File: config.mk
export PLATFORM = sky130hd
export DESIGN_NAME = matrix4_arith_unit
export DESIGN_NICKNAME = d
export VERILOG_FILES = /design/src/rtl/m4au_pkg.sv /design/src/rtl/m4au_store.sv /design/src/rtl/m4au_mac.sv /design/src/rtl/m4au_div.sv /design/src/rtl/matrix4_arith_unit.sv
export VERILOG_INCLUDE_DIRS = /design/src /design/src/rtl
export SDC_FILE = /design/constraint.sdc
export NUM_CORES = 2
export LEC_CHECK = 0
export BUFFER_PORTS_ARGS = -buffer_cell sky130_fd_sc_hd__clkbuf_2
export CAP_MARGIN = 25
export CORE_MARGIN = 2
export CORE_UTILIZATION = 40
export DETAILED_ROUTE_END_ITERATION = 8
export PLACE_DENSITY = 0.56
export SLEW_MARGIN = 20
export SYNTH_ARGS = -nofsm -noshare
export SYNTH_HDL_FRONTEND = slang
export SYNTH_SLANG_ARGS = --single-unit
File: constraint.sdc
create_clock -name clk -period 30.6 [get_ports clk]
set_input_delay 7.65 -clock clk [delete_from_list [all_inputs] [get_ports clk]]
set_output_delay 7.65 -clock clk [all_outputs]
set_load 0.02 [all_outputs]
File: src/rtl/matrix4_arith_unit_macros.svh
// Assertion macros for the 4x4 matrix arithmetic unit.
// They expect a clock named clk and an active-low reset named arst_n in scope.
`ifndef MATRIX4_ARITH_UNIT_MACROS_SVH
`define MATRIX4_ARITH_UNIT_MACROS_SVH

// The consequent must hold in the same cycle as the antecedent.
`define M4AU_ASSERT_IMP(label, ante, cons, msg) \
	label: assert property (@(posedge clk) disable iff (!arst_n) (ante) |-> (cons)) \
		else $error(msg);

// The consequent must hold in the cycle after the antecedent.
`define M4AU_ASSERT_NXT(label, ante, cons, msg) \
	label: assert property (@(posedge clk) disable iff (!arst_n) (ante) |=> (cons)) \
		else $error(msg);

`endif

File: src/rtl/m4au_pkg.sv
// Shared types and constants of the 4x4 matrix arithmetic unit.
// Used by every module of the unit; depends on nothing else.
`default_nettype none

package m4au_pkg;

	localparam int ELEM_W         = 32;
	localparam int IDX_W          = 4;
	localparam int ELEMS          = 16;
	localparam int FRAC_BITS_DEF  = 16;
	localparam int DATA_WIDTH_DEF = 32;

	// Operation codes, taken from the first word of a matrix.
	localparam logic [2:0] OP_ADD    = 3'd0;
	localparam logic [2:0] OP_SUB    = 3'd1;
	localparam logic [2:0] OP_MATMUL = 3'd2;
	localparam logic [2:0] OP_ADDS   = 3'd3;
	localparam logic [2:0] OP_SUBS   = 3'd4;
	localparam logic [2:0] OP_MULS   = 3'd5;
	localparam logic [2:0] OP_DIVS   = 3'd6;

	// Result status codes.
	localparam logic [1:0] ST_OK  = 2'd0;
	localparam logic [1:0] ST_SAT = 2'd1;
	localparam logic [1:0] ST_DZ  = 2'd2;

	typedef struct packed {
		logic [2:0]               opcode;
		logic signed [ELEM_W-1:0] left_elem;
		logic signed [ELEM_W-1:0] right_elem;
	} item_t;

	typedef struct packed {
		logic signed [ELEM_W-1:0] result_elem;
		logic [IDX_W-1:0]         elem_index;
		logic [1:0]               status;
		logic                     last;
	} result_t;

	typedef struct packed {
		logic mul_en;
		logic acc_en;
		logic acc_clr;
	} mac_ctrl_t;

endpackage

`default_nettype wire

File: src/rtl/m4au_store.sv
// Operand memories of the matrix unit: one for the left and one for the right matrix.
// Depends on m4au_pkg for the depth and the address width.
`default_nettype none

module m4au_store #(
	parameter int EW = m4au_pkg::DATA_WIDTH_DEF
) (
	input  wire                           clk,
	input  wire                           we,
	input  wire logic [m4au_pkg::IDX_W-1:0] waddr,
	input  wire logic [EW-1:0]            wleft,
	input  wire logic [EW-1:0]            wright,
	input  wire logic [m4au_pkg::IDX_W-1:0] raddr_l,
	input  wire logic [m4au_pkg::IDX_W-1:0] raddr_r,
	output logic [EW-1:0]                 rdata_l,
	output logic [EW-1:0]                 rdata_r
);

	logic [EW-1:0] left_mem  [m4au_pkg::ELEMS];
	logic [EW-1:0] right_mem [m4au_pkg::ELEMS];

	always_ff @(posedge clk) begin
		if (we) begin
			left_mem[waddr]  <= wleft;
			right_mem[waddr] <= wright;
		end
		rdata_l <= left_mem[raddr_l];
		rdata_r <= right_mem[raddr_r];
	end

endmodule

`default_nettype wire

File: src/rtl/m4au_mac.sv
// Shared multiplier with a registered product and an accumulator behind it.
// Depends on m4au_pkg for the control structure.
`default_nettype none

module m4au_mac #(
	parameter int EW    = m4au_pkg::DATA_WIDTH_DEF,
	parameter int ACC_W = 2 * m4au_pkg::DATA_WIDTH_DEF + 2
) (
	input  wire                         clk,
	input  wire m4au_pkg::mac_ctrl_t    ctrl,
	input  wire logic signed [EW-1:0]   a,
	input  wire logic signed [EW-1:0]   b,
	output logic signed [2*EW-1:0]      prod,
	output logic signed [ACC_W-1:0]     acc
);

	localparam int PW = 2 * EW;

	logic signed [PW-1:0]    prod_q;
	logic signed [ACC_W-1:0] acc_q, prod_ext;

	assign prod_ext = {{(ACC_W-PW){prod_q[PW-1]}}, prod_q};

	always_ff @(posedge clk) begin
		if (ctrl.mul_en) begin
			prod_q <= a * b;
		end
		if (ctrl.acc_en) begin
			acc_q <= (ctrl.acc_clr ? '0 : acc_q) + prod_ext;
		end
	end

	assign prod = prod_q;
	assign acc  = acc_q;

endmodule

`default_nettype wire

File: src/rtl/m4au_div.sv
// Restoring divider, one quotient bit a cycle, for the divide-by-scalar operation.
// Computes (a * 2^FB) / s truncated toward zero; depends on m4au_pkg for its parameter defaults.
`default_nettype none

module m4au_div #(
	parameter int EW = m4au_pkg::DATA_WIDTH_DEF,
	parameter int FB = m4au_pkg::FRAC_BITS_DEF
) (
	input  wire                       clk,
	input  wire                       arst_n,
	input  wire                       start,
	input  wire logic signed [EW-1:0] dividend,
	input  wire logic signed [EW-1:0] divisor,
	output logic                      done,
	output logic signed [EW+FB:0]     quot
);

	localparam int NW = EW + FB;
	localparam int CW = $clog2(NW + 1);

	logic [NW-1:0] num_q;
	logic [EW-1:0] rem_q, den_q;
	logic          neg_q, busy_q, done_q;
	logic [CW-1:0] cnt_q;
	logic [EW-1:0] mag_a, mag_b;
	logic [EW:0]   rem_sh, diff;
	logic          qbit;

	// Magnitudes; the most negative value maps onto its own bit pattern, which is right.
	assign mag_a = dividend[EW-1] ? EW'(-dividend) : dividend;
	assign mag_b = divisor[EW-1]  ? EW'(-divisor)  : divisor;

	assign rem_sh = {rem_q, num_q[NW-1]};
	assign diff   = rem_sh - {1'b0, den_q};
	assign qbit   = !diff[EW];

	always_ff @(posedge clk or negedge arst_n) begin
		if (!arst_n) begin
			busy_q <= 1'b0;
			done_q <= 1'b0;
			cnt_q  <= '0;
		end else begin
			done_q <= 1'b0;
			if (start) begin
				busy_q <= 1'b1;
				cnt_q  <= CW'(NW);
			end else if (busy_q) begin
				cnt_q <= cnt_q - 1'b1;
				if (cnt_q == CW'(1)) begin
					busy_q <= 1'b0;
					done_q <= 1'b1;
				end
			end
		end
	end

	// The dividend shifts out at the top while quotient bits shift in at the bottom.
	always_ff @(posedge clk) begin
		if (start) begin
			num_q <= NW'(mag_a) << FB;
			rem_q <= '0;
			den_q <= mag_b;
			neg_q <= dividend[EW-1] ^ divisor[EW-1];
		end else if (busy_q) begin
			rem_q <= qbit ? diff[EW-1:0] : rem_sh[EW-1:0];
			num_q <= {num_q[NW-2:0], qbit};
		end
	end

	assign done = done_q;
	assign quot = neg_q ? -$signed({1'b0, num_q}) : $signed({1'b0, num_q});

endmodule

`default_nettype wire

File: src/rtl/matrix4_arith_unit.sv
// Top level of the 4x4 matrix arithmetic unit in signed fixed point.
// Depends on m4au_pkg, m4au_store, m4au_mac, m4au_div and the assertion macro header.
//
// Usage. A matrix job is sixteen input words in row-major order on the item channel
// (item, item_valid, item_stall). Each word carries one element of the left matrix and
// the matching element of the right matrix; on the first word the right field is the
// scalar for the scalar operations, and the opcode is taken from that word alone.
// Loading takes one cycle per word. After the sixteenth word the unit raises item_stall
// and works through the sixteen results one by one, handing each to a single output
// register on the result channel (result, result_valid, result_stall).
// Steps per result element, all set by the sequencer around the one shared multiplier,
// adder and divider: read, operate and finish for the elementwise and scalar add,
// subtract and multiply; four read, multiply, accumulate rounds on the memory ports,
// then finish, for the matrix product; and read, start the divider unless the scalar
// is zero, wait on it and finish for the scalar divide, on the one-bit-per-cycle divider.
// A stalled result word holds; the sequencer waits for the output register to empty
// before it hands over the next element. Loading of the next job may start while the
// last result word still waits. Reset empties the output register and returns the unit
// to loading at element zero; the operand memories are not cleared.
`default_nettype none

`include "matrix4_arith_unit_macros.svh"

module matrix4_arith_unit #(
	parameter int FRAC_BITS  = m4au_pkg::FRAC_BITS_DEF,
	parameter int DATA_WIDTH = m4au_pkg::DATA_WIDTH_DEF
) (
	input  wire                      clk,
	input  wire                      arst_n,
	input  wire m4au_pkg::item_t     item,
	input  wire                      item_valid,
	output logic                     item_stall,
	output m4au_pkg::result_t        result,
	output logic                     result_valid,
	input  wire                      result_stall
);

	// Element width actually used: operands are the low EW bits of each field.
	localparam int EW    = (DATA_WIDTH > m4au_pkg::ELEM_W) ? m4au_pkg::ELEM_W : DATA_WIDTH;
	localparam int NW    = EW + FRAC_BITS;
	localparam int PW    = 2 * EW;
	// Wide enough for four summed products and for the divider quotient.
	localparam int ACC_W = (PW + 2 > NW + 2) ? PW + 2 : NW + 2;
	localparam int IW    = m4au_pkg::IDX_W;

	localparam logic [IW-1:0] LAST_IDX = IW'(m4au_pkg::ELEMS - 1);
	localparam logic [1:0]    LAST_K   = 2'd3;

	localparam logic signed [ACC_W-1:0] SAT_HI = {{(ACC_W-EW+1){1'b0}}, {(EW-1){1'b1}}};
	localparam logic signed [ACC_W-1:0] SAT_LO = {{(ACC_W-EW+1){1'b1}}, {(EW-1){1'b0}}};

	// Sequencer states.
	localparam logic [2:0] S_LOAD = 3'd0;  // taking words into the memories
	localparam logic [2:0] S_RD   = 3'd1;  // memory read address presented
	localparam logic [2:0] S_OPND = 3'd2;  // operands out of memory, multiply, add or start the divider
	localparam logic [2:0] S_ACC  = 3'd3;  // accumulate one product of a dot product
	localparam logic [2:0] S_DIV  = 3'd4;  // waiting on the divider
	localparam logic [2:0] S_FIN  = 3'd5;  // saturate and hand over to the output

	logic [2:0]           state_q;
	logic [IW-1:0]        pos_q, elem_q;
	logic [1:0]           k_q;
	logic [2:0]           op_q;
	logic signed [EW-1:0] scalar_q;
	logic signed [EW:0]   sum_q, sum_d, a_ext, b_ext;
	logic                 out_valid_q;
	m4au_pkg::result_t    result_q;

	logic                 item_acc, out_free, fin_load, is_mm, dz, div_start, div_done;
	logic [IW-1:0]        raddr_l, raddr_r;
	logic [EW-1:0]        rdata_l, rdata_r;
	logic signed [EW-1:0] opnd_a, opnd_b;
	m4au_pkg::mac_ctrl_t  mac_ctrl;
	logic signed [PW-1:0] prod;
	logic signed [ACC_W-1:0] acc, prod_ext, quot_ext, sum_ext, pre_w, fin_w;
	logic signed [NW:0]   quot;
	logic [1:0]           fin_st;

	assign item_acc   = item_valid && !item_stall;
	assign item_stall = (state_q != S_LOAD);
	assign out_free   = !out_valid_q || !result_stall;
	assign fin_load   = (state_q == S_FIN) && out_free;
	assign is_mm      = (op_q == m4au_pkg::OP_MATMUL);
	assign dz         = (scalar_q == '0);

	// A dot product walks row elem/4 of the left matrix and column elem%4 of the right.
	assign raddr_l = is_mm ? {elem_q[3:2], k_q} : elem_q;
	assign raddr_r = is_mm ? {k_q, elem_q[1:0]} : elem_q;

	m4au_store #(
		.EW(EW)
	) u_store (
		.clk     (clk),
		.we      (item_acc),
		.waddr   (pos_q),
		.wleft   (item.left_elem[EW-1:0]),
		.wright  (item.right_elem[EW-1:0]),
		.raddr_l (raddr_l),
		.raddr_r (raddr_r),
		.rdata_l (rdata_l),
		.rdata_r (rdata_r)
	);

	assign opnd_a = rdata_l;

	always_comb begin
		if (op_q inside {m4au_pkg::OP_ADD, m4au_pkg::OP_SUB, m4au_pkg::OP_MATMUL}) begin
			opnd_b = rdata_r;
		end else begin
			opnd_b = scalar_q;
		end
	end

	assign mac_ctrl.mul_en  = (state_q == S_OPND);
	assign mac_ctrl.acc_en  = (state_q == S_ACC);
	assign mac_ctrl.acc_clr = (k_q == '0);

	m4au_mac #(
		.EW    (EW),
		.ACC_W (ACC_W)
	) u_mac (
		.clk  (clk),
		.ctrl (mac_ctrl),
		.a    (opnd_a),
		.b    (opnd_b),
		.prod (prod),
		.acc  (acc)
	);

	assign div_start = (state_q == S_OPND) && (op_q == m4au_pkg::OP_DIVS) && !dz;

	m4au_div #(
		.EW (EW),
		.FB (FRAC_BITS)
	) u_div (
		.clk      (clk),
		.arst_n   (arst_n),
		.start    (div_start),
		.dividend (opnd_a),
		.divisor  (scalar_q),
		.done     (div_done),
		.quot     (quot)
	);

	// Elementwise and scalar add and subtract; for other operations the left operand passes through,
	// which also keeps the dividend's sign for the divide-by-zero case.
	assign a_ext = {opnd_a[EW-1], opnd_a};
	assign b_ext = {opnd_b[EW-1], opnd_b};

	always_comb begin
		case (op_q)
			m4au_pkg::OP_ADD, m4au_pkg::OP_ADDS: sum_d = a_ext + b_ext;
			m4au_pkg::OP_SUB, m4au_pkg::OP_SUBS: sum_d = a_ext - b_ext;
			default:                             sum_d = a_ext;
		endcase
	end

	assign prod_ext = {{(ACC_W-PW){prod[PW-1]}}, prod};
	assign quot_ext = {{(ACC_W-NW-1){quot[NW]}}, quot};
	assign sum_ext  = {{(ACC_W-EW-1){sum_q[EW]}}, sum_q};

	// Value before saturation. Products are shifted with floor rounding.
	always_comb begin
		case (op_q)
			m4au_pkg::OP_MATMUL: pre_w = acc >>> FRAC_BITS;
			m4au_pkg::OP_MULS:   pre_w = prod_ext >>> FRAC_BITS;
			m4au_pkg::OP_DIVS:   pre_w = dz ? (sum_q[EW] ? SAT_LO : SAT_HI) : quot_ext;
			default:             pre_w = sum_ext;
		endcase
	end

	always_comb begin
		if (pre_w > SAT_HI) begin
			fin_w  = SAT_HI;
			fin_st = m4au_pkg::ST_SAT;
		end else if (pre_w < SAT_LO) begin
			fin_w  = SAT_LO;
			fin_st = m4au_pkg::ST_SAT;
		end else begin
			fin_w  = pre_w;
			fin_st = m4au_pkg::ST_OK;
		end
		if ((op_q == m4au_pkg::OP_DIVS) && dz) begin
			fin_st = m4au_pkg::ST_DZ;
		end
	end

	// Sequencer and control state.
	always_ff @(posedge clk or negedge arst_n) begin
		if (!arst_n) begin
			state_q     <= S_LOAD;
			pos_q       <= '0;
			elem_q      <= '0;
			k_q         <= '0;
			op_q        <= m4au_pkg::OP_ADD;
			scalar_q    <= '0;
			out_valid_q <= 1'b0;
		end else begin
			if (fin_load) begin
				out_valid_q <= 1'b1;
			end else if (!result_stall) begin
				out_valid_q <= 1'b0;
			end

			case (state_q)
				S_LOAD: begin
					if (item_acc) begin
						if (pos_q == '0) begin
							op_q     <= item.opcode;
							scalar_q <= item.right_elem[EW-1:0];
						end
						if (pos_q == LAST_IDX) begin
							pos_q   <= '0;
							elem_q  <= '0;
							k_q     <= '0;
							state_q <= S_RD;
						end else begin
							pos_q <= pos_q + 1'b1;
						end
					end
				end
				S_RD: begin
					state_q <= S_OPND;
				end
				S_OPND: begin
					if (is_mm) begin
						state_q <= S_ACC;
					end else if (div_start) begin
						state_q <= S_DIV;
					end else begin
						state_q <= S_FIN;
					end
				end
				S_ACC: begin
					if (k_q == LAST_K) begin
						state_q <= S_FIN;
					end else begin
						k_q     <= k_q + 1'b1;
						state_q <= S_RD;
					end
				end
				S_DIV: begin
					if (div_done) begin
						state_q <= S_FIN;
					end
				end
				S_FIN: begin
					if (out_free) begin
						k_q     <= '0;
						elem_q  <= elem_q + 1'b1;
						state_q <= (elem_q == LAST_IDX) ? S_LOAD : S_RD;
					end
				end
				default: begin
					state_q <= S_LOAD;
				end
			endcase
		end
	end

	// Payload registers.
	always_ff @(posedge clk) begin
		if (state_q == S_OPND) begin
			sum_q <= sum_d;
		end
		if (fin_load) begin
			result_q.result_elem <= fin_w[m4au_pkg::ELEM_W-1:0];
			result_q.elem_index  <= elem_q;
			result_q.status      <= fin_st;
			result_q.last        <= (elem_q == LAST_IDX);
		end
	end

	assign result       = result_q;
	assign result_valid = out_valid_q;

	// The load count must be back at zero whenever the sequencer is computing.
	`M4AU_ASSERT_IMP(a_pos_clear, state_q != S_LOAD, pos_q == '0, "load count not clear")
	// The divider only finishes while the sequencer waits for it.
	`M4AU_ASSERT_IMP(a_div_owned, div_done, state_q == S_DIV, "divider done out of turn")
	// The sixteenth word starts the computation on the next cycle.
	`M4AU_ASSERT_NXT(a_load_done, item_acc && pos_q == LAST_IDX, state_q == S_RD, "no compute start")

endmodule

`default_nettype wire
# After elaboration in Yosys (flattened, before gate mapping)
# Memory sizes are Yosys's and may differ from the RTL's. A register that Yosys moved wholly into a read port is not among the register bits.
# Cells that the tools add are included.
[classes] n_mul=1 n_addsub=11 div=0 eq_ne=21 n_mux=48 reduce_logical=28 n_shift=0 n_bitwise=1 magnitude_cmp=2
[op_table] op="two-way mux 66 bit" count=3
[op_table] op="one-hot mux 66 bit (3 select lines)" count=1
[op_table] op="two-way mux 32 bit" count=4
[op_table] op="two-way mux 48 bit" count=2
[op_table] op="adder 66 bit" count=1
[op_table] op="greater-than comparator 66 x 32 -> 1 bit (second input constant)" count=1
[op_table] op="< comparator 66 x 32 -> 1 bit (second input constant)" count=1
[op_table] op="one-hot mux 33 bit (2 select lines)" count=1
[op_table] op="multiplier 32 x 32 -> 64 bit" count=1
[op_table] op="negator 32 bit" count=2
[op_table] op="two-way mux 49 bit" count=1
[op_table] op="negator 48 -> 49 bit" count=1
[op_table] op="adder 32 x 32 -> 33 bit" count=1
[op_table] op="subtractor 32 x 32 -> 33 bit" count=1
[op_table] op="subtractor 33 x 32 -> 33 bit" count=1
[op_table] op="zero test 32 bit" count=1
[op_table] op="two-way mux 31 bit" count=1
[op_table] op="two-way mux 4 bit" count=5
[op_table] op="two-way mux 3 bit" count=6
[op_table] op="one-hot mux 3 bit (6 select lines)" count=1
[op_table] op="== test 3 bit (second input constant)" count=5
[op_table] op="two-way mux 1 bit" count=14
[op_table] op="== test 3 x 2 -> 1 bit (second input constant)" count=4
[op_table] op="two-way mux 6 bit" count=2
[op_table] op="other kinds (26)" count=51
[totals] mem_bits_rw=1024 output_inout_bits=41 in_bits=71 memories=2 ff_bits=372 latchBits=0 romBits=0
[memory_table] memory="u_store.left_mem" depth=16 word_bits=32 rd=1 rd_ports_with_merged_regs=1 write_ports=1 line_no="m4au_store.sv:19" rtl="logic [EW-1:0] left_mem [m4au_pkg::ELEMS];"
[memory_table] memory="u_store.right_mem" depth=16 word_bits=32 rd=1 rd_ports_with_merged_regs=1 write_ports=1 line_no="m4au_store.sv:20" rtl="logic [EW-1:0] right_mem [m4au_pkg::ELEMS];"

# Logic depth before layout (Yosys ltp)
[depth] word_depth=7 depth_mapped=37

# Hierarchy
# From an unflattened synthesis, not the netlist that was laid out.
[hier_totals] hier_cells=8455 area_unflattened_um2=102136.7
[modules_own_cells] mod="m4au_mac" cells_per_inst=4681 area_per_inst_um2=44381.3 seq_area_each_um2=3903.7 instances=1
[modules_own_cells] mod="m4au_store" cells_per_inst=1653 area_per_inst_um2=39562.9 seq_area_each_um2=32030.7 instances=1
[modules_own_cells] mod="matrix4_arith_unit" cells_per_inst=1112 area_per_inst_um2=9506.6 seq_area_each_um2=3388.2 instances=1
[modules_own_cells] mod="m4au_div" cells_per_inst=1009 area_per_inst_um2=8685.8 seq_area_each_um2=3113.0 instances=1

# Least setup slack after synthesis
# No wires, ideal clock.
[synth_path] path_kind="input -> register" start="input port item_valid" end="memory u_store.left_mem[11][0] (netlist bit), enable pin" t_arrival_ns=13.004 setup_slack_ns=17.018 setup_ns=0.578 cell_stages=4 path_cell_list="nand2b_1 -> nor3_1 -> nand2_1 -> nor3b_1"
[synth_via] elab_chain_cells=3
[synth_rtl] item="start, declared" line_no="matrix4_arith_unit.sv:31" rtl="input wire item_valid,"
[synth_rtl] item="logical AND 1 bit" line_no="matrix4_arith_unit.sv:79" rtl="assign item_acc = item_valid && !item_stall;"
[synth_rtl] item="two-way mux 1 bit" line_no="m4au_store.sv:23" rtl="if (we) begin"
[synth_rtl] item="two-way mux 1 bit (not written as such)" line_no="m4au_store.sv:24" rtl="left_mem[waddr] <= wleft;"
[synth_rtl] item="end, declared" line_no="m4au_store.sv:19"
# Every way passes these cells.

# Worst setup path after layout
[layout_path] start="register op_q[0]" end="register u_mac.prod_q[62], in the netlist u_mac.prod[62], data pin"
[layout_via] elab_chain_cells=4
[layout_rtl] item="start, declared" line_no="matrix4_arith_unit.sv:63" rtl="logic [2:0] op_q;"
[layout_rtl] item="start signal, assigned" line_no="matrix4_arith_unit.sv:195" rtl="op_q <= m4au_pkg::OP_ADD;"
[layout_rtl] item="start signal, assigned" line_no="matrix4_arith_unit.sv:209" rtl="op_q <= item.opcode;"
[layout_rtl] item="== test 3 x 1 -> 1 bit, or another cell as far along" line_no="matrix4_arith_unit.sv:107" rtl="if (op_q inside {m4au_pkg::OP_ADD, m4au_pkg::OP_SUB, m4au_pkg::OP_MATMUL}) begin"
[layout_rtl] item="nonzero test 3 bit *" line_no="matrix4_arith_unit.sv:107"
[layout_rtl] item="two-way mux 32 bit *" line_no="matrix4_arith_unit.sv:107"
[layout_rtl] item="multiplier 32 x 32 -> 64 bit *" line_no="m4au_mac.sv:26" rtl="prod_q <= a * b;"
[layout_rtl] item="end signal, assigned" line_no="m4au_mac.sv:26"
[layout_rtl] item="end, declared" line_no="m4au_mac.sv:19" rtl="logic signed [PW-1:0] prod_q;"
# Every way passes the cells marked *; elsewhere a longest branch is shown, timed or not.
# A chain may end at the register's enable or synchronous reset.

==> out/results.ini <==
[route]
wirelength_um=270500
vias_per_cell=5.382
drc=0
wl_per_cell_um=23.64
antenna_left=0
vias=61587
drtIter0Drc=4914
dr.pass1.iters=5

[sta]
maxSlewViolCount=0
fin_setup_tns_ns=0
setup_violations=0
final.period_utilization_pct=35.83
fmax_mhz=91.22
rsz0062_at_grt=false
skew_ns=0.07553
fin_crit_ns=10.96
layout_setup_ws_ns=19.64
hold_violations=0
worst_pin_slew_ns=1.116
slew_headroom_pct=25.58

[clock_tree]
cts_buffer_depth=3
clk_pin_slew_ns=0.06
cts_setup_buffers=0
cts-root-buf=clkbuf_16
numCtsBuffers=152
clk_latency_ns=0.84
cts_tree=done
cts_hold_buf=0
cts_max_level=4
cts_sinks=1460
cts_resized=0

[logic_synthesis]
syn_nets=9471
yosys_warnings=0
netlist_instances=7988
yosys.area.top_type_share_pct=38.52
syn_area_per_cell_um2=12.60
synth_most_common_cell=edfxtp_1
synthTopCellsByArea=edfxtp_1, fa_1, mux4_2
synthFlopType=edfxtp_1
synth_seq_cells=1460
yosysTopAreaCell=edfxtp_1
synth.distinct_cells=75
synth-edff-count=1291
seq_area_frac_synth_pct=42.16
synthTopCellsByCount=edfxtp_1, fa_1, inv_1
async_flop_share_pct=3.904
syn_area_um2=100700

[critical_path]
critPathSlowestCell=fa_1
cp_data_required_time_ns=31.13
arrival_ns=11.50
cpLargestDelayFamily=adder cells
cpPeakStageDelay_ns=1.02
cpMostUsedCell=fa_1
critical_path.max_fanout=45
crit_path_end_kind=register
critical_path_class=register to register
r2r-start=op_q[0]$_DFFE_PN0P_
cp-start-kind=register
crit_buf_inv=8
crit_start=op_q[0]$_DFFE_PN0P_

[floorplanning]
start_util_pct=40.15
dieArea_um2=255700
die_h_um=505.6
coreArea_um2=250700
rows=184
die_w_um=505.6
io_pins=112

[global_route]
overflow=0
grt_max_degree=129
antenna_found_initial=33
first_global_vias=66035
track_usage_pct=21.41
grt_first_pass_wirelength_um=415100

[final_layout]
drive_gt1_share_pct=11.26
num-fill-cells=22840
syn_to_final_growth_pct=9.336
finalNetCount=9441

[outcome]
run_status=finished, final reports clean

[placed_design]
hpwl_um=181600
gp_congestion=0.8761
portBuffers=111
pre_cts_ws_ns=19.69

[min_path]
hp-start=u_div.rem_q[18]$_SDFFE_PP0P_
min_path_type=register to register

[run]
max-cap-violations=0

[routing by layer]
metal	up-vias	part of all wire (%)	GRT usage (%)
met1	32174	45	30.84
met5	-	0.072	0
li1	26987	-	-
met4	30	2.1	5.011
met2	2016	46	33.79
met3	380	6.9	3.740
[cell families (layout without fill, tap and decap cells)]
family,Yosys count,after routing,share of synthesized area (%)
and+or+nand+nor,1884,1884,9.373
buffers and inverters,1491,1588,5.599
DFF,1460,1460,42.16
adders and majority gates,1412,1412,25.65
AOI/OAI and AO/OA,964,964,5.844
muxes,450,450,8.532
xor gates and xnor gates,327,327,2.845
other,0,10,0
[area by class of cell]
class                           instances  area, um^2  share of cell area (%)
Timing Repair Buffer                  234        1597                   1.451
Tap cell                             3348        4189                   3.807
Multi-Input combinational cell       5037       52800                   47.98
Inverter                             1073        4030                   3.662
Clock inverter                         72       793.3                  0.7208
Antenna cell                           10       25.02                 0.02274
Clock buffer                          209        4161                   3.782
Sequential cell                      1460       42450                   38.58
[metrics by stage]
stage                     utilization (%)  hold WS, ns  area (um^2)  cells
after floorplan                         -       0.4231       100700   7988
after global placement              41.85       0.4732       104900  11145
after detailed placement            41.88       0.4781       105000  11149
after CTS                           43.85       0.4896       109900  11430
after global routing                43.89       0.5137       110000  11434
final                               43.89       0.4885       110000  11443
[flip-flops by register name, summed over array words and instances (netlist names), 2 cells and up]
name and cells:
u_store.left_mem 512, u_store.right_mem 512, u_mac.acc 66, u_mac.prod 64, u_div.num_q 48, result 39, sum_q 33, scalar_q 32
u_div.den_q 32, u_div.rem_q 32, u_store.rdata_l 32, u_store.rdata_r 32, u_div.cnt_q 6, elem_q 4, pos_q 4, op_q 3
state_q 3, k_q 2
[worst min-delay path, delay by kind of cell (launching register included)]
kind,cells,cell delay [ns]
compound gates,1,0.06
flops,1,0.32
simple gates,1,0.05
[worst paths after layout]
path	slack [ns]	cells after the start	to
worst min-delay path	0.49	2	u_div.rem_q[18]$_SDFFE_PP0P_
worst max-delay path	19.64	33	u_mac.prod[62]$_DFFE_PN_
min in group asynchronous	6.76	1	scalar_q[9]$_DFFE_PN0P_
worst max register to register	19.64	33	u_mac.prod[62]$_DFFE_PN_
max in group asynchronous	23.22	2	elem_q[1]$_DFFE_PN0P_
worst min register to register	0.49	2	u_div.rem_q[18]$_SDFFE_PP0P_
[placed cells by master (no fill, tap or decap), types with 30 or more instances in the layout]
master     Yosys  layout
clkbuf_1     359      46
nand3_1       71      71
xor2_1       127     127
nor2b_1      228     228
mux2i_1       67      61
o31ai_1       49      48
mux2_2        63      63
dfxtp_1      112     107
edfxtp_1    1291    1291
xnor2_1      200     200
clkbuf_16      0     155
a31oi_1       31      30
buf_4          0     116
dfrtp_1       57      52
nand2_1      676     673
o21ai_1       31      31
mux4_2       320     320
a21o_1       118     118
nor3_1        37      35
o21ai_0      261     261
ha_1         327     326
nor2_1       246     243
a21oi_1      268     264
inv_1       1070    1068
or3_1         31      31
fa_1        1085    1085
and2_1       406     398
o22ai_1       46      46
clkbuf_2       1     110
nand2b_1      68      68
Power is not shown: default switching activity piles up to over one toggle a cycle in this logic, so the estimate is an artifact.
